## config.mk

```make
export PLATFORM = sky130hd
export DESIGN_NAME = perceptron_normalized_update_unit
export DESIGN_NICKNAME = d
export VERILOG_FILES = /design/src/rtl/pnu_pkg.sv /design/src/rtl/pnu_front.sv /design/src/rtl/pnu_back.sv /design/src/rtl/perceptron_normalized_update_unit.sv
export SDC_FILE = /design/constraint.sdc
export NUM_CORES = 2
export LEC_CHECK = 0
export BUFFER_PORTS_ARGS = -buffer_cell sky130_fd_sc_hd__buf_2
export CORE_UTILIZATION = 63
export CTS_BUF_LIST = sky130_fd_sc_hd__clkbuf_16
export DETAILED_ROUTE_END_ITERATION = 10
export PLACE_DENSITY = 0.81
export SYNTH_ARGS = -nofsm -noshare
export SYNTH_HDL_FRONTEND = slang
export SYNTH_SLANG_ARGS = --single-unit
```

## constraint.sdc

```tcl
create_clock -name i_clk -period 17.4 [get_ports i_clk]
set_input_delay 3.48 -clock i_clk [delete_from_list [all_inputs] [get_ports i_clk]]
set_output_delay 3.48 -clock i_clk [all_outputs]
set_load 0.03 [all_outputs]
```

## src/rtl/pnu_pkg.sv

```systemverilog
// Shared types and constants of the normalized perceptron update unit.
`default_nettype none
package pnu_pkg;
    localparam int DIM_DEFAULT = 8;
    localparam int FEAT_W      = 16;
    localparam int WGT_W       = 32;

    // vector word handed from front to back
    typedef struct packed {
        logic learn;
        logic label;
    } t_job;

    typedef enum logic [3:0] {
        S_IDLE, S_DOT, S_DOTW, S_PRED, S_SQRT, S_DIVLD, S_DIV, S_UPD, S_OUT
    } t_state;
endpackage
`default_nettype wire

```

## src/rtl/pnu_front.sv

```systemverilog
// Front end: collects vector elements into a double buffer and queues closed vectors.
`default_nettype none
module pnu_front #(
    parameter int DIM = pnu_pkg::DIM_DEFAULT
) (
    input  wire logic                       i_clk,
    input  wire logic                       i_rst_n,
    input  wire logic                       i_push,
    output logic                            o_full,
    input  wire logic                       i_req_type,
    input  wire logic signed [15:0]         i_feature,
    input  wire logic                       i_label,
    input  wire logic                       i_last,
    // job queue toward back end
    output logic                            o_job_valid,
    output pnu_pkg::t_job                   o_job,
    output logic [$clog2(DIM+1)-1:0]        o_job_n,
    output logic                            o_job_bank,
    input  wire logic                       i_job_done,
    // buffer read port
    input  wire logic [(($clog2(DIM) > 0) ? $clog2(DIM) : 1)-1:0] i_rd_idx,
    input  wire logic                       i_rd_bank,
    output logic signed [15:0]              o_rd_data
);
    localparam int CW = $clog2(DIM+1);
    localparam int IW = ($clog2(DIM) > 0) ? $clog2(DIM) : 1;

    // bank bit on top of the element index
    logic signed [15:0] r_buf [2**(IW+1)];
    logic [CW-1:0]      r_cnt, n_cnt;
    logic               r_wbank;
    // two-entry queue of closed vectors, one per bank
    logic [1:0]         r_qv;
    pnu_pkg::t_job      r_qjob [2];
    logic [CW-1:0]      r_qn [2];
    logic               r_head;
    logic               accept;

    assign o_full = r_qv[r_wbank];
    assign accept = i_push && !o_full;
    assign n_cnt  = (r_cnt < CW'(DIM)) ? r_cnt + CW'(1) : r_cnt;

    always_ff @(posedge i_clk) begin
        if (accept && r_cnt < CW'(DIM)) begin
            r_buf[{r_wbank, r_cnt[IW-1:0]}] <= i_feature;
        end
        o_rd_data <= r_buf[{i_rd_bank, i_rd_idx}];
    end

    always_ff @(posedge i_clk) begin
        if (!i_rst_n) begin
            r_cnt   <= '0;
            r_wbank <= 1'b0;
            r_qv    <= '0;
            r_head  <= 1'b0;
        end else begin
            if (i_job_done) begin
                r_qv[r_head] <= 1'b0;
                r_head       <= ~r_head;
            end
            if (accept) begin
                if (i_last) begin
                    r_qv[r_wbank]   <= 1'b1;
                    r_qjob[r_wbank] <= '{learn: i_req_type, label: i_label};
                    r_qn[r_wbank]   <= n_cnt;
                    r_cnt           <= '0;
                    r_wbank         <= ~r_wbank;
                end else begin
                    r_cnt <= n_cnt;
                end
            end
        end
    end

    assign o_job_valid = r_qv[r_head];
    assign o_job       = r_qjob[r_head];
    assign o_job_n     = r_qn[r_head];
    assign o_job_bank  = r_head;
endmodule
`default_nettype wire

```

## src/rtl/pnu_back.sv

```systemverilog
// Back end: dot product, square root, per-element division and weight update.
`default_nettype none
module pnu_back #(
    parameter int DIM = pnu_pkg::DIM_DEFAULT
) (
    input  wire logic                       i_clk,
    input  wire logic                       i_rst_n,
    input  wire logic                       i_job_valid,
    input  wire pnu_pkg::t_job              i_job,
    input  wire logic [$clog2(DIM+1)-1:0]   i_job_n,
    input  wire logic                       i_job_bank,
    output logic                            o_job_done,
    output logic [(($clog2(DIM) > 0) ? $clog2(DIM) : 1)-1:0] o_rd_idx,
    output logic                            o_rd_bank,
    input  wire logic signed [15:0]         i_rd_data,
    output logic                            o_empty,
    input  wire logic                       i_pop,
    output logic                            o_prediction,
    output logic                            o_updated,
    output logic                            o_saturated
);
    localparam int CW = $clog2(DIM+1);
    localparam int IW = ($clog2(DIM) > 0) ? $clog2(DIM) : 1;
    localparam int SW = 36;   // sum of up to 63 squares of 2^30
    localparam int AW = 54;   // exact dot product
    localparam int RW = 32;   // root of S*2^28 < 2^64
    localparam int WGT_W_L = pnu_pkg::WGT_W;

    pnu_pkg::t_state r_st, n_st;
    logic signed [WGT_W_L-1:0] r_w [DIM];

    logic [CW-1:0]          r_i;      // element index being read
    logic [CW-1:0]          r_n;
    logic                   r_learn, r_label, r_bank;
    logic signed [AW-1:0]   r_acc;
    logic [SW-1:0]          r_ss;
    logic signed [47:0]     r_prod;
    logic [31:0]            r_sq;
    logic                   r_pv, r_pv2;
    logic [CW-1:0]          r_pi;
    logic [CW-1:0]          r_pi_d;
    logic                   r_pred, r_sat;
    // square root
    logic [61:0]            r_rem;
    logic [RW-1:0]          r_root;
    logic [5:0]             r_sk;
    logic [63:0]            r_s;
    // division
    logic [47:0]            r_num;
    logic [RW-1:0]          r_drem;
    logic [5:0]             r_dk;
    logic [47:0]            r_q;
    logic                   r_neg;
    // output register
    logic                   r_ov, r_opred, r_oupd, r_osat;

    logic                   fetch;
    logic [IW-1:0]          widx;

    assign o_rd_bank = r_bank;
    assign o_rd_idx  = r_i[IW-1:0];
    assign widx      = r_pi[IW-1:0];

    always_comb begin
        n_st = r_st;
        unique case (r_st)
            pnu_pkg::S_IDLE:  if (i_job_valid) n_st = pnu_pkg::S_DOT;
            pnu_pkg::S_DOT:   if (r_i == r_n) n_st = pnu_pkg::S_DOTW;
            pnu_pkg::S_DOTW:  if (!r_pv) n_st = pnu_pkg::S_PRED;
            pnu_pkg::S_PRED:  begin
                if (r_learn && (r_acc >= 0) != r_label && r_ss != '0)
                    n_st = pnu_pkg::S_SQRT;
                else
                    n_st = pnu_pkg::S_OUT;
            end
            pnu_pkg::S_SQRT:  if (r_sk == 6'd0) n_st = pnu_pkg::S_DIVLD;
            pnu_pkg::S_DIVLD: n_st = pnu_pkg::S_DIV;
            pnu_pkg::S_DIV:   if (r_dk == 6'd0) n_st = pnu_pkg::S_UPD;
            pnu_pkg::S_UPD:   n_st = (r_pi + CW'(1) == r_n) ? pnu_pkg::S_OUT
                                                             : pnu_pkg::S_DIVLD;
            pnu_pkg::S_OUT:   if (!r_ov) n_st = pnu_pkg::S_IDLE;
            default:          n_st = pnu_pkg::S_IDLE;
        endcase
    end

    always_comb begin
        fetch      = (r_st == pnu_pkg::S_DOT) && (r_i != r_n);
        o_job_done = (r_st == pnu_pkg::S_OUT) && !r_ov;
    end

    logic [RW:0] dtrial;
    logic [RW+1:0] rtrial;
    logic signed [33:0] wsum;
    logic signed [17:0] nel;
    logic [16:0] qc;

    always_comb begin
        qc   = (r_q > 48'd65536) ? 17'd65536 : r_q[16:0];
        nel  = r_neg ? -$signed({1'b0, qc}) : $signed({1'b0, qc});
        wsum = r_label ? 34'(r_w[widx]) + 34'(nel) : 34'(r_w[widx]) - 34'(nel);
    end

    // restoring sqrt and division trials: one result bit per cycle
    logic [63:0] srem_sh;
    logic [33:0] stry;
    always_comb begin
        srem_sh = {r_rem, r_s[63:62]};
        stry    = {r_root, 2'b01};
        dtrial  = {r_drem, r_num[47]};
        rtrial  = {1'b0, dtrial} - {2'b0, r_root};
    end

    logic [63:0] s_src;
    assign s_src = {r_ss[35:0], 28'b0};

    always_ff @(posedge i_clk) begin
        if (!i_rst_n) begin
            r_st  <= pnu_pkg::S_IDLE;
            r_ov  <= 1'b0;
            r_pv  <= 1'b0;
            r_pv2 <= 1'b0;
            for (int k = 0; k < DIM; k++) r_w[k] <= '0;
        end else begin
            r_st  <= n_st;
            if (r_ov && i_pop) r_ov <= 1'b0;
            r_pv  <= fetch;
            r_pv2 <= r_pv;
            unique case (r_st)
                pnu_pkg::S_IDLE: begin
                    r_i     <= '0;
                    r_n     <= i_job_n;
                    r_learn <= i_job.learn;
                    r_label <= i_job.label;
                    r_bank  <= i_job_bank;
                    r_acc   <= '0;
                    r_ss    <= '0;
                    r_sat   <= 1'b0;
                end
                pnu_pkg::S_DOT: if (fetch) r_i <= r_i + CW'(1);
                pnu_pkg::S_PRED: begin
                    r_pred <= (r_acc >= 0);
                    r_rem  <= '0;
                    r_root <= '0;
                    r_sk   <= 6'd32;
                    r_s    <= s_src;
                    r_pi   <= '0;
                    r_i    <= '0;
                end
                pnu_pkg::S_SQRT: begin
                    if (r_sk != 6'd0) begin
                        if (srem_sh >= 64'(stry)) begin
                            r_rem  <= 62'(srem_sh - 64'(stry));
                            r_root <= {r_root[RW-2:0], 1'b1};
                        end else begin
                            r_rem  <= srem_sh[61:0];
                            r_root <= {r_root[RW-2:0], 1'b0};
                        end
                        r_s  <= {r_s[61:0], 2'b00};
                        r_sk <= r_sk - 6'd1;
                    end
                    r_i <= '0;
                end
                pnu_pkg::S_DIVLD: begin
                    // numerator |x|*2^30 + r/2, 48 bits
                    r_num  <= ({31'b0, (i_rd_data < 0) ? 17'(-i_rd_data)
                                                    : 17'(i_rd_data)} << 30)
                              + 48'(r_root >> 1);
                    r_neg  <= i_rd_data < 0;
                    r_drem <= '0;
                    r_q    <= '0;
                    r_dk   <= 6'd48;
                    // next element address, so its data is ready at the next load
                    r_i    <= r_pi + CW'(1);
                end
                pnu_pkg::S_DIV: begin
                    if (r_dk != 6'd0) begin
                        if (!rtrial[RW+1]) begin
                            r_drem <= rtrial[RW-1:0];
                            r_q    <= {r_q[46:0], 1'b1};
                        end else begin
                            r_drem <= dtrial[RW-1:0];
                            r_q    <= {r_q[46:0], 1'b0};
                        end
                        r_num <= {r_num[46:0], 1'b0};
                        r_dk  <= r_dk - 6'd1;
                    end
                end
                pnu_pkg::S_UPD: begin
                    if (wsum > 34'sd2147483647) begin
                        r_w[widx] <= 32'sh7fffffff;
                        r_sat     <= 1'b1;
                    end else if (wsum < -34'sd2147483648) begin
                        r_w[widx] <= 32'sh80000000;
                        r_sat     <= 1'b1;
                    end else begin
                        r_w[widx] <= wsum[31:0];
                    end
                    r_pi <= r_pi + CW'(1);
                end
                pnu_pkg::S_OUT: begin
                    if (!r_ov) begin
                        r_ov    <= 1'b1;
                        r_opred <= r_pred;
                        r_oupd  <= r_learn && (r_pred != r_label) && (r_ss != '0);
                        r_osat  <= r_sat;
                    end
                end
                default: ;
            endcase
            // products land in the cycle after the read data
            if (r_pv2) begin
                r_acc <= r_acc + AW'(r_prod);
                r_ss  <= r_ss + SW'(r_sq);
            end
        end
    end

    // product stage for the dot loop (data is read in the cycle after fetch)
    always_ff @(posedge i_clk) begin
        r_prod <= 48'(r_w[r_pi_d[IW-1:0]]) * 48'(i_rd_data);
        r_sq   <= 32'($signed(i_rd_data) * $signed(i_rd_data));
    end

    always_ff @(posedge i_clk) r_pi_d <= r_i;

    assign o_empty      = !r_ov;
    assign o_prediction = r_opred;
    assign o_updated    = r_oupd;
    assign o_saturated  = r_osat;
endmodule
`default_nettype wire

```

## src/rtl/perceptron_normalized_update_unit.sv

```systemverilog
// Top level of the normalized perceptron update unit.
//
// channel | direction | handshake    | word
// input   | in        | push / full  | req_type, feature, label, last
// result  | out       | pop / empty  | prediction, updated, saturated
//
// An element is taken each cycle while full is low. A closing element
// hands the vector to the back end, which forms the dot product of the
// held elements and, on a learn that changes weights, takes the root and
// then divides and updates each element. Two vector buffers let the next
// vector load meanwhile; full stays high while both wait; the back end holds
// a new result while one waits. Reset is synchronous, clears weights and queues.
`default_nettype none
module perceptron_normalized_update_unit #(
    parameter int DIM = pnu_pkg::DIM_DEFAULT
) (
    input  wire logic               i_clk,
    input  wire logic               i_rst_n,
    input  wire logic               push,
    output logic                    full,
    input  wire logic               i_req_type,
    input  wire logic signed [15:0] i_feature,
    input  wire logic               i_label,
    input  wire logic               i_last,
    output logic                    empty,
    input  wire logic               pop,
    output logic                    o_prediction,
    output logic                    o_updated,
    output logic                    o_saturated
);
    localparam int CW = $clog2(DIM+1);
    localparam int IW = ($clog2(DIM) > 0) ? $clog2(DIM) : 1;

    logic               job_valid, job_bank, job_done, rd_bank;
    pnu_pkg::t_job      job;
    logic [CW-1:0]      job_n;
    logic [IW-1:0]      rd_idx;
    logic signed [15:0] rd_data;

    pnu_front #(.DIM(DIM)) u_front (
        .i_clk, .i_rst_n, .i_push(push), .o_full(full),
        .i_req_type, .i_feature, .i_label, .i_last,
        .o_job_valid(job_valid), .o_job(job), .o_job_n(job_n),
        .o_job_bank(job_bank), .i_job_done(job_done),
        .i_rd_idx(rd_idx), .i_rd_bank(rd_bank), .o_rd_data(rd_data)
    );

    pnu_back #(.DIM(DIM)) u_back (
        .i_clk, .i_rst_n,
        .i_job_valid(job_valid), .i_job(job), .i_job_n(job_n),
        .i_job_bank(job_bank), .o_job_done(job_done),
        .o_rd_idx(rd_idx), .o_rd_bank(rd_bank), .i_rd_data(rd_data),
        .o_empty(empty), .i_pop(pop),
        .o_prediction, .o_updated, .o_saturated
    );
endmodule
`default_nettype wire

```

==> flow_summary_export.csv <==
group,metric,value,unit
outcome,outcome,"finished clean",
sta,final-hold-violation-count,0,
global_routing,antenna_found_initial,4,
global_routing,grt-ovfl-total,0,
clock_network,numClockSinks,1021,
global_routing,grt_max_degree,95,
route,drt-total-wl,195300,um
placed_design,gp_congestion,0.9205,
yosys,yosys.area_share.simple,11.42,%
clock_network,post-cts-setup-buffer-count,0,
yosys,synth-xor-area-share,3.758,%
yosys,ys_seq_area_share,37.58,%
final_layout,n_fill_cell,8794,
die,initial_core_util,63.50,%
sta,rsz0062_at_grt,"false",
yosys,avgSynthCellArea,11.06,um2
final_layout,synthToLayoutAreaGrowth,6.903,%
yosys,muxShareOfSynthArea,7.803,%
yosys,synth_nets,8244,
clock_network,clockBufferDepth,3,
final_layout,fin_cells,8717,
final_layout,drive_gt1_share,8.928,%
global_routing,grt_pass1_wl,311200,um
sta,tns,0,ns
final_layout,multi_input_area,0.04444,mm2
yosys,synth_top_family_by_area,"adder cells",
route,drc_errors,0,
clock_network,htree_levels,3,
placed_design,io_buffers,27,
yosys,synthArstFlopShare,0,%
die,dieWidth,355,um
flow_run,drv_cap,0,
yosys,yosysUniqueCellTypes,85,
final_layout,regArea,0.02952,mm2
yosys,ys_ff_latch,1021,
global_routing,grt_pass1_vias,56970,
die,ios,28,
sta,timing.fmax,101.7,MHz
setup_path,path_max_fanout,46,
clock_network,cts_tree,"built",
route,viasPerCell,6.249,
setup_path,arrival,10.49,ns
clock_network,numCtsBuffers,106,
route,drtIter0Drc,5549,
clock_network,cts_hold_buf,0,
yosys,synth_edf_count,905,
sta,timing.final.crit_share,56.49,%
setup_path,critical_path_class,"flop to flop",
setup_path,start_kind,"flop",
sta,tightest_slew,1.191,ns
clock_network,cts_resized,0,
route,postRouteAntennaNets,0,
yosys,synth_cells,7096,
placed_design,dp_cells,8516,
clock_network,root_buffer,"clkbuf_16",
sta,setup_viol,0,
clock_network,cts.clk_slew.worst_paths,0.07,ns
yosys,synthAdderAreaFrac,24.90,%
yosys,synth_area,0.07850,mm2
min_path,hold_class,"flop to flop",
route,vias,54470,
die,num_rows,129,
yosys,synth_flop_cell,"edfxtp_1",
sta,fin_skew,0.1085,ns
placed_design,hpwl,133700,um
sta,slew_headroom,20.60,%
sta,period_needed,9.830,ns
sta,drv_slew,0,
die,die-height,355,um
setup_path,worstPathRequired,18.06,ns
route,wl_per_cell,22.40,um
global_routing,grt_usage,31.75,%
yosys,yosysWarningCount,0,
die,placeableCoreArea,0.1236,mm2
yosys,synth_compound_area_share,8.610,%
setup_path,endpoint_kind,"flop",
clock_network,insertion_delay,0.82,ns
route,first_pass_iters,6,
final_layout,nets,8135,
die,die-area,0.1260,mm2
## metal layers
| metal | GRT usage [%] | up-vias | wire [um] |
|---|---|---|---|
| li1 | - | 23980 | - |
| met1 | 40.13 | 26980 | 72240 |
| met2 | 52.40 | 2846 | 93860 |
| met3 | 5.795 | 665 | 17280 |
| met4 | 16.78 | 4 | 11850 |
| met5 | 0 | - | 29 |
## cell families after synthesis
| kind of cell | after synthesis |
|---|---|
| and+or+nand+nor | 1931 |
| buffers and inverters | 1234 |
| adders and majority gates | 1125 |
| AOI/OAI and AO/OA | 1106 |
| DFF | 1021 |
| muxes | 343 |
| xor gates and xnor gates | 336 |
## synthesized netlist by cell type, types with 34 or more instances
| cell | instances | area share [%] |
|---|---|---|
| xor2_1 | 123 | 1.4 |
| mux4_2 | 208 | 6.0 |
| fa_1 | 729 | 19 |
| a21o_1 | 121 | 1.2 |
| xnor2_1 | 212 | 2.4 |
| and3_1 | 90 | 0.72 |
| nor4_1 | 34 | 0.27 |
| ha_1 | 396 | 6.3 |
| mux2_2 | 69 | 0.99 |
| nand2_1 | 744 | 3.6 |
| nor2b_1 | 65 | 0.52 |
| and2_1 | 177 | 1.4 |
| a21oi_1 | 264 | 1.7 |
| dfxtp_1 | 116 | 3.0 |
| a31oi_1 | 35 | 0.28 |
| mux2i_1 | 65 | 0.83 |
| nor3_1 | 62 | 0.40 |
| edfxtp_1 | 905 | 35 |
| o21a_1 | 61 | 0.58 |
| inv_1 | 899 | 4.3 |
| nor2_1 | 491 | 2.3 |
| o21ai_0 | 403 | 2.6 |
| nand2b_1 | 76 | 0.61 |
| clkbuf_1 | 279 | 1.3 |
| nand3_1 | 66 | 0.42 |
## worst paths after layout
check | cells past startpoint | end | slack [ns] | start
max | 23 | u_back.r_prod[47] | 7.57 | flop
min | 0 | flop | 0.49 | u_back.r_i[0]
max reg2reg | 23 | u_back.r_prod[47] | 7.57 | flop
min reg2reg | 0 | flop | 0.49 | u_back.r_i[0]
## stage by stage
step           hold slack, ns  utilization, %  instance area (um2)  worst slack [ns]
6_report               0.4913           67.88                83920             7.570
5_1_grt                0.4940           67.88                83920             7.090
3_5_place_dp           0.4360           64.85                80170             7.689
4_1_cts                0.4604           67.88                83920             7.601
2_1_floorplan          0.3462               -                78500             3.010
3_3_place_gp           0.4365           64.85                80170             7.748
## worst max-delay path: stages, from the launching register on
cell and delay [ns]:
dfxtp_4 0.61, buf_4 0.88, mux4_2 0.62, mux2i_1 0.80, nor2_1 0.15, fa_1 0.56
fa_1 0.44, fa_1 0.52, fa_1 0.54, inv_1 0.05, fa_1 0.53, inv_1 0.05
fa_1 0.42, ha_1 0.36, a21oi_1 0.26, nand4_1 0.14, a21oi_1 0.23, o32ai_1 0.19
o41ai_1 0.75, nor3_1 0.14, a211oi_1 0.55, o311ai_0 0.37, a211oi_1 0.37, xnor2_1 0.11
## state kept, by name (all words and copies together) (netlist names), 8 cells and up, named ones only
register	cells
u_front.r_qn	8
u_back.r_s	36
u_back.r_drem	32
u_back.r_q	48
u_back.r_ss	36
u_back.r_prod	48
u_front.r_buf	256
u_back.r_rem	62
u_back.r_root	32
u_back.r_sq	31
u_back.r_acc	54
u_front.o_rd_data	16
u_back.r_w	256
u_back.r_num	48
## cells in the final DEF (no fill, tap or decap), drive strengths merged, types with 61 or more instances in the layout
| cell | Yosys | final |
|---|---|---|
| a21o | 121 | 121 |
| a21oi | 264 | 264 |
| and2 | 177 | 177 |
| and3 | 90 | 90 |
| buf | 48 | 110 |
| clkbuf | 279 | 107 |
| dfxtp | 116 | 116 |
| edfxtp | 905 | 905 |
| fa | 729 | 729 |
| ha | 396 | 396 |
| inv | 900 | 920 |
| mux2 | 69 | 69 |
| mux2i | 66 | 66 |
| mux4 | 208 | 208 |
| nand2 | 744 | 744 |
| nand2b | 76 | 76 |
| nand3 | 66 | 66 |
| nor2 | 492 | 492 |
| nor2b | 65 | 65 |
| nor3 | 62 | 62 |
| o21a | 61 | 61 |
| o21ai | 413 | 413 |
| xnor2 | 212 | 212 |
| xor2 | 124 | 124 |
## area by class of cell
| type | count | share of cell area [%] |
|---|---|---|
| inverter | 907 | 4.057 |
| clock inverter | 93 | 1.275 |
| timing repair buffer | 110 | 0.9035 |
| multi-input combinational | 4841 | 52.96 |
| tap | 1637 | 2.441 |
| sequential | 1021 | 35.18 |
| antenna | 1 | 0.002982 |
| clock buffer | 107 | 3.191 |
Power is left out: the tool's default activity adds up to more than one toggle a clock period on the data nets, which glitch-free logic cannot reach.
